### src/rtl/aabb_pkg.sv
package aabb_pkg;

	localparam int COORD_W = 32;
	localparam int DIFF_W  = COORD_W + 1;
	localparam int FACE_W  = 3;
	localparam int AXES_MAX = 3;
	localparam int DIMENSIONS_DEF = 3;

	localparam int CFG_IDX_W = 3;

	localparam logic [CFG_IDX_W-1:0] REG_LOWER_X = 3'd0;
	localparam logic [CFG_IDX_W-1:0] REG_LOWER_Y = 3'd1;
	localparam logic [CFG_IDX_W-1:0] REG_LOWER_Z = 3'd2;
	localparam logic [CFG_IDX_W-1:0] REG_UPPER_X = 3'd3;
	localparam logic [CFG_IDX_W-1:0] REG_UPPER_Y = 3'd4;
	localparam logic [CFG_IDX_W-1:0] REG_UPPER_Z = 3'd5;

	localparam logic signed [COORD_W-1:0] LOWER_RST = 32'sd0;
	localparam logic signed [COORD_W-1:0] UPPER_RST = 32'sd65536;

	localparam logic [FACE_W-1:0] FACE_POS_X = 3'd0;
	localparam logic [FACE_W-1:0] FACE_POS_Y = 3'd1;
	localparam logic [FACE_W-1:0] FACE_POS_Z = 3'd2;
	localparam logic [FACE_W-1:0] FACE_NEG_X = 3'd3;
	localparam logic [FACE_W-1:0] FACE_NEG_Y = 3'd4;
	localparam logic [FACE_W-1:0] FACE_NEG_Z = 3'd5;

	localparam logic [FACE_W-1:0] FACE_POS [AXES_MAX] = '{FACE_POS_X, FACE_POS_Y, FACE_POS_Z};
	localparam logic [FACE_W-1:0] FACE_NEG [AXES_MAX] = '{FACE_NEG_X, FACE_NEG_Y, FACE_NEG_Z};

	localparam int S_TDATA_W = AXES_MAX * COORD_W;
	localparam int FACE_LSB  = AXES_MAX * COORD_W;
	localparam int INSIDE_BIT = FACE_LSB + FACE_W;
	localparam int M_BITS    = INSIDE_BIT + 1;
	localparam int M_TDATA_W = ((M_BITS + 7) / 8) * 8;
	localparam int M_PAD_W   = M_TDATA_W - M_BITS;

	typedef struct packed {
		logic [FACE_W-1:0] face;
		logic [DIFF_W-1:0] key;
	} cand_t;

endpackage

### src/rtl/aabb_closest_point_and_normal_unit.sv
// Closest point on an axis-aligned box surface, with the outward face normal.
// Input stream s_*: one query point per item, signed Q16.16 per axis.
// Output stream m_*: near point, face index (0..2 = +x,+y,+z, 3..5 = -x,-y,-z)
// and an inside flag, one result item per input item, in order.
// Box corners come from the write port (cfg_we/cfg_index/cfg_data); each axis
// is ordered min/max, so the corners may be written in either order. Write
// only while the pipeline is empty. Indexes above five are ignored.
// Six register stages: corner ordering, bound differences, clamp and face keys,
// pairwise face compare, final face pick, near-point select. One item per cycle
// is sustained while m_tready is high.
// Each stage has its own valid bit and a stage loads when it is empty or its
// successor loads, so bubbles close up and a stall of m_tready holds every
// item in place; s_tready drops only once all six stages are full.
// Reset empties the pipeline and loads the corners (0,0,0) and (1,1,1).
// DIMENSIONS = 2 uses x and y only: near_z is 0, faces 2 and 5 never win.
module aabb_closest_point_and_normal_unit #(
	parameter int DIMENSIONS = aabb_pkg::DIMENSIONS_DEF
) (
	input  logic                                clk,
	input  logic                                arst_n,
	input  logic                                cfg_we,
	input  logic [aabb_pkg::CFG_IDX_W-1:0]      cfg_index,
	input  logic [aabb_pkg::COORD_W-1:0]        cfg_data,
	input  logic                                s_tvalid,
	output logic                                s_tready,
	// point_x, point_y, point_z
	input  logic [aabb_pkg::S_TDATA_W-1:0]      s_tdata,
	output logic                                m_tvalid,
	input  logic                                m_tready,
	// near_x, near_y, near_z, face_index, inside_res, zero pad
	output logic [aabb_pkg::M_TDATA_W-1:0]      m_tdata
);

	localparam int AXES = (DIMENSIONS == 2) ? 2 : 3;
	localparam int CW   = aabb_pkg::COORD_W;
	localparam int DW   = aabb_pkg::DIFF_W;
	localparam int NA   = aabb_pkg::AXES_MAX;

	function automatic aabb_pkg::cand_t pick(aabb_pkg::cand_t a, logic a_en,
			aabb_pkg::cand_t b, logic b_en);
		aabb_pkg::cand_t r;
		r = a;
		if (b_en && (!a_en || $signed(b.key) < $signed(a.key)))
			r = b;
		return r;
	endfunction

	logic signed [CW-1:0] lower_q [NA];
	logic signed [CW-1:0] upper_q [NA];

	always_ff @(posedge clk or negedge arst_n) begin
		if (!arst_n) begin
			for (int a = 0; a < NA; a++) begin
				lower_q[a] <= aabb_pkg::LOWER_RST;
				upper_q[a] <= aabb_pkg::UPPER_RST;
			end
		end else if (cfg_we) begin
			unique case (cfg_index)
				aabb_pkg::REG_LOWER_X: lower_q[0] <= cfg_data;
				aabb_pkg::REG_LOWER_Y: lower_q[1] <= cfg_data;
				aabb_pkg::REG_LOWER_Z: lower_q[2] <= cfg_data;
				aabb_pkg::REG_UPPER_X: upper_q[0] <= cfg_data;
				aabb_pkg::REG_UPPER_Y: upper_q[1] <= cfg_data;
				aabb_pkg::REG_UPPER_Z: upper_q[2] <= cfg_data;
				default: ;
			endcase
		end
	end

	// stage valids and load enables
	logic v_s1, v_s2, v_s3, v_s4, v_s5, v_s6;
	logic rdy_s1, rdy_s2, rdy_s3, rdy_s4, rdy_s5, rdy_s6;

	assign rdy_s6 = !v_s6 || m_tready;
	assign rdy_s5 = !v_s5 || rdy_s6;
	assign rdy_s4 = !v_s4 || rdy_s5;
	assign rdy_s3 = !v_s3 || rdy_s4;
	assign rdy_s2 = !v_s2 || rdy_s3;
	assign rdy_s1 = !v_s1 || rdy_s2;

	always_ff @(posedge clk or negedge arst_n) begin
		if (!arst_n) begin
			v_s1 <= 1'b0;
			v_s2 <= 1'b0;
			v_s3 <= 1'b0;
			v_s4 <= 1'b0;
			v_s5 <= 1'b0;
			v_s6 <= 1'b0;
		end else begin
			if (rdy_s1) v_s1 <= s_tvalid;
			if (rdy_s2) v_s2 <= v_s1;
			if (rdy_s3) v_s3 <= v_s2;
			if (rdy_s4) v_s4 <= v_s3;
			if (rdy_s5) v_s5 <= v_s4;
			if (rdy_s6) v_s6 <= v_s5;
		end
	end

	assign s_tready = rdy_s1;
	assign m_tvalid = v_s6;

	// stage 1: capture point, order corners
	logic signed [CW-1:0] p_s1 [NA];
	logic signed [CW-1:0] lo_s1 [NA];
	logic signed [CW-1:0] hi_s1 [NA];

	always_ff @(posedge clk) begin
		if (rdy_s1) begin
			for (int a = 0; a < NA; a++) begin
				p_s1[a] <= s_tdata[a*CW +: CW];
				if (lower_q[a] < upper_q[a]) begin
					lo_s1[a] <= lower_q[a];
					hi_s1[a] <= upper_q[a];
				end else begin
					lo_s1[a] <= upper_q[a];
					hi_s1[a] <= lower_q[a];
				end
			end
		end
	end

	// stage 2: distances to both planes
	logic signed [CW-1:0] p_s2 [NA];
	logic signed [CW-1:0] lo_s2 [NA];
	logic signed [CW-1:0] hi_s2 [NA];
	logic signed [DW-1:0] dhi_s2 [NA];
	logic signed [DW-1:0] dlo_s2 [NA];

	always_ff @(posedge clk) begin
		if (rdy_s2) begin
			for (int a = 0; a < NA; a++) begin
				p_s2[a]   <= p_s1[a];
				lo_s2[a]  <= lo_s1[a];
				hi_s2[a]  <= hi_s1[a];
				dhi_s2[a] <= {hi_s1[a][CW-1], hi_s1[a]} - {p_s1[a][CW-1], p_s1[a]};
				dlo_s2[a] <= {p_s1[a][CW-1], p_s1[a]} - {lo_s1[a][CW-1], lo_s1[a]};
			end
		end
	end

	// stage 3: containment, clamp, face keys (least key wins)
	logic [NA-1:0]        below_c, above_c;
	logic                 inside_c;
	logic signed [CW-1:0] clamp_c [NA];
	logic signed [DW-1:0] kpos_c [NA];
	logic signed [DW-1:0] kneg_c [NA];

	always_comb begin
		for (int a = 0; a < NA; a++) begin
			below_c[a] = (a < AXES) && dlo_s2[a][DW-1];
			above_c[a] = (a < AXES) && dhi_s2[a][DW-1];
		end
		inside_c = !(|below_c) && !(|above_c);
		for (int a = 0; a < NA; a++) begin
			if (a >= AXES)
				clamp_c[a] = '0;
			else if (below_c[a])
				clamp_c[a] = lo_s2[a];
			else if (above_c[a])
				clamp_c[a] = hi_s2[a];
			else
				clamp_c[a] = p_s2[a];
			if (inside_c) begin
				kpos_c[a] = dhi_s2[a];
				kneg_c[a] = dlo_s2[a];
			end else if (below_c[a]) begin
				kpos_c[a] = -dlo_s2[a];
				kneg_c[a] = dlo_s2[a];
			end else if (above_c[a]) begin
				kpos_c[a] = dhi_s2[a];
				kneg_c[a] = -dhi_s2[a];
			end else begin
				kpos_c[a] = '0;
				kneg_c[a] = '0;
			end
		end
	end

	logic                 inside_s3;
	logic signed [CW-1:0] p_s3 [NA];
	logic signed [CW-1:0] lo_s3 [NA];
	logic signed [CW-1:0] hi_s3 [NA];
	logic signed [CW-1:0] clamp_s3 [NA];
	aabb_pkg::cand_t      cand_s3 [2*NA];

	always_ff @(posedge clk) begin
		if (rdy_s3) begin
			inside_s3 <= inside_c;
			for (int a = 0; a < NA; a++) begin
				p_s3[a]     <= p_s2[a];
				lo_s3[a]    <= lo_s2[a];
				hi_s3[a]    <= hi_s2[a];
				clamp_s3[a] <= clamp_c[a];
				cand_s3[a]    <= '{face: aabb_pkg::FACE_POS[a], key: kpos_c[a]};
				cand_s3[a+NA] <= '{face: aabb_pkg::FACE_NEG[a], key: kneg_c[a]};
			end
		end
	end

	// stage 4: pairwise compare in face order
	localparam logic Z_EN = (AXES == 3);

	logic                 inside_s4;
	logic signed [CW-1:0] p_s4 [NA];
	logic signed [CW-1:0] lo_s4 [NA];
	logic signed [CW-1:0] hi_s4 [NA];
	logic signed [CW-1:0] clamp_s4 [NA];
	aabb_pkg::cand_t      win_s4 [NA];

	always_ff @(posedge clk) begin
		if (rdy_s4) begin
			inside_s4 <= inside_s3;
			p_s4      <= p_s3;
			lo_s4     <= lo_s3;
			hi_s4     <= hi_s3;
			clamp_s4  <= clamp_s3;
			win_s4[0] <= pick(cand_s3[0], 1'b1, cand_s3[1], 1'b1);
			win_s4[1] <= pick(cand_s3[2], Z_EN, cand_s3[3], 1'b1);
			win_s4[2] <= pick(cand_s3[4], 1'b1, cand_s3[5], Z_EN);
		end
	end

	// stage 5: final face
	aabb_pkg::cand_t      w01_c, w_c;
	logic                 inside_s5;
	logic signed [CW-1:0] p_s5 [NA];
	logic signed [CW-1:0] lo_s5 [NA];
	logic signed [CW-1:0] hi_s5 [NA];
	logic signed [CW-1:0] clamp_s5 [NA];
	logic [aabb_pkg::FACE_W-1:0] face_s5;

	always_comb begin
		w01_c = pick(win_s4[0], 1'b1, win_s4[1], 1'b1);
		w_c   = pick(w01_c, 1'b1, win_s4[2], 1'b1);
	end

	always_ff @(posedge clk) begin
		if (rdy_s5) begin
			inside_s5 <= inside_s4;
			p_s5      <= p_s4;
			lo_s5     <= lo_s4;
			hi_s5     <= hi_s4;
			clamp_s5  <= clamp_s4;
			face_s5   <= w_c.face;
		end
	end

	// stage 6: near point, output register
	logic signed [CW-1:0]        near_s6 [NA];
	logic [aabb_pkg::FACE_W-1:0] face_s6;
	logic                        inside_s6;

	always_ff @(posedge clk) begin
		if (rdy_s6) begin
			face_s6   <= face_s5;
			inside_s6 <= inside_s5;
			for (int a = 0; a < NA; a++) begin
				if (a >= AXES)
					near_s6[a] <= '0;
				else if (!inside_s5)
					near_s6[a] <= clamp_s5[a];
				else if (face_s5 == aabb_pkg::FACE_POS[a])
					near_s6[a] <= hi_s5[a];
				else if (face_s5 == aabb_pkg::FACE_NEG[a])
					near_s6[a] <= lo_s5[a];
				else
					near_s6[a] <= p_s5[a];
			end
		end
	end

	assign m_tdata = {{aabb_pkg::M_PAD_W{1'b0}}, inside_s6, face_s6,
		near_s6[2], near_s6[1], near_s6[0]};

endmodule

### config.mk
export PLATFORM = sky130hd
export DESIGN_NAME = aabb_closest_point_and_normal_unit
export DESIGN_NICKNAME = d
export VERILOG_FILES = /design/src/rtl/aabb_pkg.sv /design/src/rtl/aabb_closest_point_and_normal_unit.sv
export SDC_FILE = /design/constraint.sdc
export NUM_CORES = 2
export LEC_CHECK = 0
export BUFFER_PORTS_ARGS = -buffer_cell sky130_fd_sc_hd__buf_4
export CAP_MARGIN = 5
export CELL_PAD_IN_SITES_DETAIL_PLACEMENT = 1
export CELL_PAD_IN_SITES_GLOBAL_PLACEMENT = 1
export CORE_AREA = 2 2 448 450
export DETAILED_ROUTE_END_ITERATION = 16
export DIE_AREA = 0 0 450 452
export PLACE_DENSITY = 0.78
export SYNTH_ARGS = -nofsm -noshare
export SYNTH_HDL_FRONTEND = slang
export SYNTH_SLANG_ARGS = --single-unit
### constraint.sdc
create_clock -name clk -period 34.3 [get_ports clk]
set_input_delay 5.145 -clock clk [delete_from_list [all_inputs] [get_ports clk]]
set_output_delay 5.145 -clock clk [all_outputs]
set_load 0.1 [all_outputs]
## Word-level counts from Yosys, hierarchy flattened

Memory sizes are Yosys's and may differ from the RTL's.
Index checks and enable logic that the tools add are counted.

- Register bits after elaboration: 1,360
- Memory bits (writable): 1,194
- Bits of input ports: 136
- Output and inout port bits: 106
- Logic and storage cells: 253
- Memories: 11

Memory list:

| name | depth | bits a word | rd ports | clocked after memory_dff | write ports | line | text |
|---|---|---|---|---|---|---|---|
| cand_s3 | 6 | 36 | 6 | 0 | 6 | aabb_closest_point_and_normal_unit.sv:184 | `aabb_pkg::cand_t cand_s3 [2*NA];` |
| win_s4 | 3 | 36 | 3 | 0 | 3 | aabb_closest_point_and_normal_unit.sv:208 | `aabb_pkg::cand_t win_s4 [NA];` |
| dhi_s2 | 3 | 33 | 3 | 0 | 3 | aabb_closest_point_and_normal_unit.sv:126 | `logic signed [DW-1:0] dhi_s2 [NA];` |
| dlo_s2 | 3 | 33 | 3 | 0 | 3 | aabb_closest_point_and_normal_unit.sv:127 | `logic signed [DW-1:0] dlo_s2 [NA];` |
| hi_s1 | 3 | 32 | 3 | 0 | 3 | aabb_closest_point_and_normal_unit.sv:105 | `logic signed [CW-1:0] hi_s1 [NA];` |
| hi_s2 | 3 | 32 | 3 | 0 | 3 | aabb_closest_point_and_normal_unit.sv:125 | `logic signed [CW-1:0] hi_s2 [NA];` |
| 5 more memories | -- | -- | -- | -- | -- | -- |  |

- Add/sub/neg operators: 12
- $lt $le $gt $ge: 8
- Eq/ne operators: 10
- Multiplexer cells: 118
- Bitwise operators: 15
- Reductions and logical operators: 25

Operators with widths:

| operator | count |
|---|---|
| $mux 32 | 21 |
| $mux 33 | 18 |
| $mux 36 | 8 |
| $neg 33->33 | 6 |
| $sub 32x32->33 | 6 |
| $lt 33x33->1 | 5 |
| $lt 32x32->1 | 3 |
| $mux 1 | 71 |
| $or 1x1->1 | 15 |
| $eq 3x2->1 const B | 4 |
| $eq 3x3->1 const B | 4 |
| $reduce_and 2->1 | 6 |
| $logic_not 1->1 | 8 |
| $eq 3x1->1 const B | 2 |
| $logic_not 3->1 | 2 |
| $logic_or 1x1->1 | 6 |
| $reduce_or 3->1 | 2 |
| $logic_and 1x1->1 | 1 |

## Longest topological paths before layout

- Depth in word-level cells: 10
- Gate-level depth with buffers: 21
- Depth with buffers taken out: 20

## Least setup slack after synthesis

Ideal clock, no wire load.

- Path type: input to register
- From: in m_tready
- To: mem cand_s3[0][0] in the netlist's numbering (enable)
- Setup time: 0.930 ns
- Arrival time: 16.953 ns
- Data required time: 33.370 ns
- Path slack: 16.417 ns
- Stages: 4
- Buffers on the path: 0
- Path through: nand2b_1 nor2_1 and3_1 inv_1

RTL lines:

| what | line | text |
|---|---|---|
| start: declaration | aabb_closest_point_and_normal_unit.sv:29 | `input logic m_tready,` |
| end: declaration | aabb_closest_point_and_normal_unit.sv:184 |  |

## Final worst setup path

- From: in m_tready
- To: out s_tready

- Word-level cells in the longest chain between the ends: 6

RTL lines:

| what | line | text |
|---|---|---|
| $logic_or 1x1->1 | aabb_closest_point_and_normal_unit.sv:74 | `assign rdy_s6 = !v_s6 \|\| m_tready;` |
| named net rdy_s6 | aabb_closest_point_and_normal_unit.sv:72 | `logic rdy_s1, rdy_s2, rdy_s3, rdy_s4, rdy_s5, rdy_s6;` |
| $logic_or 1x1->1 | aabb_closest_point_and_normal_unit.sv:75 | `assign rdy_s5 = !v_s5 \|\| rdy_s6;` |
| $logic_or 1x1->1 | aabb_closest_point_and_normal_unit.sv:76 | `assign rdy_s4 = !v_s4 \|\| rdy_s5;` |
| $logic_or 1x1->1 | aabb_closest_point_and_normal_unit.sv:77 | `assign rdy_s3 = !v_s3 \|\| rdy_s4;` |
| $logic_or 1x1->1 | aabb_closest_point_and_normal_unit.sv:78 | `assign rdy_s2 = !v_s2 \|\| rdy_s3;` |
| $logic_or 1x1->1 | aabb_closest_point_and_normal_unit.sv:79 | `assign rdy_s1 = !v_s1 \|\| rdy_s2;` |
| end: declaration | aabb_closest_point_and_normal_unit.sv:25 | `output logic s_tready,` |

The timed path passes the listed nets, and every way through them passes these cells.

==> impl_results.md <==
* Run status: finished clean
* Via count of the first global-routing pass at 69276
* Final Max Slew Viols at 0
* Synth area leader: edfxtp_1
* Number of enable-type register cells in the synthesized netlist at 2332
* Largest net degree at the start of global routing at 121
* Power density normalized to cell area at 107.5 nW/um^2
* Buffer cell driving the clock tree root: clkbuf_16
* Vias at 65604
* Least-Margin Pin Slew at 1.284 ns
* Type of origin of the critical path: primary input
* Placed cell area at 113700 sq um
* CTS Sinks at 2530
* Maximum clock frequency at 0.07230 GHz
* PortBufs at 237
* Reg-to-reg critical path startpoint: m_tvalid
* Unrepaired setup endpoints after global routing: false
* Maximum fanout along the worst path at 77
* Resize count post-CTS at 0
* Total negative slack for setup checks at 0 ns
* Fin crit period at 13.83 ns
* Post-detailed-placement half-perimeter wirelength at 210100 um
* Synth Warn # at 0
* Post-Syn Area at 108700 sq um
* Gate Count Post-Synth at 7530
* Proportion of layout cells with a drive suffix above 1 at 0.1438
* Max-cap violation count at 0
* Share of synthesized area occupied by flip-flops and latches at 0.6899
* Drt first-iter violations at 6150
* VDD IR-drop max at 0.00007049 V
* DRC violations left at 0
* Setup violators final at 0
* Fraction of registers with async set or reset after synthesis at 0.07826
* Worst-case clock skew at 0.05598 ns
* Synthesis-to-layout area growth at 12.75%
* Final-stage net count at 8471
* Die width at 450 um
* Total wire length after detailed routing at 308000 um
* Placement Rows at 164
* Area share of the leading cell type in the synthesized netlist at 0.6443
* Share of the core filled with cells at 0.6170
* Number of setup buffers added after CTS at 0
* Filler cell count in the final layout at 18530
* Distinct cells, synth at 78
* Crit share post-route at 0.4033
* Final global-route overflow total at 0
* Inserted Clock Buffers at 282
* Class of the most critical setup path: primary input to output pin
* Leakage at 48.05 nW
* Classification of the worst-slack hold path: flip-flop to flip-flop
* Count of boundary I/O pins at 242
* Hold bufs inserted after CTS at 0
* TritonCTS clock tree: done
* Global-route wire length before repair at 452200 um
* Post-DRT Antenna Nets at 0
* Rel. slew slack at 0.1437
* Mean cell area of the mapped netlist at 14.43 sq um
* Leading cell types by total area after synthesis: edfxtp_1 64%, ha_1 5.2%, dfrtp_1 4.5%
* Post-route standard cell area excluding fillers at 122600 sq um
* Primary FF master, synth: edfxtp_1
* Effective utilization at floorplan at 0.5472
* Count of TritonRoute iterations in the first routing pass at 7
* Maximum buffer depth of the clock tree at 4
* Clock-pin slew on the worst setup and hold paths at 0.06 ns
* Number of synthesized register bits at 2530
* Number of failing hold endpoints at the final stage at 0
* Per-cell via count in the routed design at 6.104
* Overall fraction of global-route tracks in use at 0.3013
* Required time of the critical path at 29.15 ns
* Reg2reg setup slack at 28.78 ns
* Arrival time of the worst setup path at 8.69 ns
* Crit path from: m_tready
* Clock latency on the worst-skew pair at 0.95 ns
* Hold slack at 0.3930 ns
* Area of the multi-input gates at 31100 sq um
* H-tree depth at 5
* Core outline area at 198600 sq um
* Initial antenna violation count at 26
* Area enclosed by the die boundary at 203400 sq um
* Wirelength per Cell at 28.66 um
* Die Ht at 452 um
* Routability-driven placement congestion ratio at 0.9258
* Crit path capture type: output pin
* Sequential cell area at 74990 sq um
* Hold path startpoint: hi_s3[76]
[layout make-up]
| type | instances | area share |
|---|---|---|
| inverter | 492 | 0.01525 |
| clock buffer | 360 | 0.06155 |
| tap | 2656 | 0.02712 |
| timing repair buffer | 321 | 0.01982 |
| sequential | 2530 | 0.6119 |
| clock inverter | 124 | 0.01035 |
| multi-input combinational | 4251 | 0.2538 |
| antenna | 13 | 0.0002654 |
[logic make-up (layout without fill, tap and decap cells)]
logic type | after synthesis | count (layout) | share of synthesized area
compound gates | 1358 | 1358 | 0.07889
xor+xnor | 296 | 296 | 0.02385
fa+ha+maj | 457 | 457 | 0.05302
buf+inv | 752 | 1297 | 0.02614
flops | 2530 | 2530 | 0.6899
mux | 595 | 595 | 0.05927
other cells | 1 | 17 | 0.00003450
simple gates | 1541 | 1541 | 0.06890
[final timing paths]
check,end,depth (start not counted)
worst max-delay path,s_tready,7
worst min-delay path,hi_s4[76],0
worst max register to register,hi_s1[1][31],9
worst min register to register,hi_s4[76],0
max in group asynchronous,lower_q[0],3
min in group asynchronous,upper_q[89],1
[sequential cells by signal, summed over array words and instances (netlist names), 99 cells and up]
register / cells
cand_s3: 198
dhi_s2: 99
dlo_s2: 99
win_s4: 102
[synthesized netlist by cell type (44+ instances only)]
cell type	count
a211oi_1	80
a21o_1	145
a21oi_1	293
a22o_1	99
a32o_1	44
clkbuf_1	222
dfrtp_1	195
edfxtp_1	2332
ha_1	451
inv_1	492
mux2_2	389
mux2i_1	206
nand2_1	563
nand2b_1	46
nand3_1	58
nand4_1	44
nor2_1	265
nor2b_1	64
nor3_1	205
nor4_1	78
o21ai_0	493
or3_1	46
xnor2_1	189
xor2_1	107
[placed cells by master (no fill, tap or decap), types with 46 or more instances in the layout]
cell type  Yosys  final
xnor2_1      189    189
ha_1         451    450
a21oi_1      293    291
nor2_1       265    261
edfxtp_1    2332   2332
nor3_1       205    204
xor2_1       107    107
nand2_1      563    558
clkbuf_1     222     62
inv_1        492    489
dfrtp_1      195    195
mux2_2       389    389
mux2i_1      206    206
buf_4          5    319
a21o_1       145    145
clkbuf_16      0    285
or3_1         46     46
nand3_1       58     58
o21ai_0      493    493
nor2b_1       64     63
a211oi_1      80     80
a22o_1        99     99
nor4_1        78     78
[metrics by stage]
stage	power (mW)	cells	setup slack (ns)
6_report	13.18	10747	20.47
5_1_grt	13.77	10738	20.26
4_1_cts	13.20	10734	20.45
3_5_place_dp	10.16	10250	20.42
3_3_place_gp	9.847	10250	20.54
2_1_floorplan	8.642	7533	16.42
[critical path, cell delays in order]
cell      delay [ns]
buf_4           0.12
nand2b_1        0.54
nor2_1          0.66
and3_1          0.46
and3_4          0.84
inv_8           0.45
buf_4           0.39
[per-layer routing]
metal | GRT usage | vias up | share of wire
li1 | - | 29010 | -
met1 | 0.3784 | 33722 | 0.39
met2 | 0.5105 | 2258 | 0.50
met3 | 0.05210 | 606 | 0.067
met4 | 0.1416 | 8 | 0.049
met5 | 0 | - | 0.00019
[power by group]
group | switching (mW) | internal [mW]
Sequential | 0.933 | 5.15
Clock | 1.20 | 1.73
Combinational | 2.62 | 1.55
Total | 4.75 | 8.43
Power figures use the tool's default switching activity.
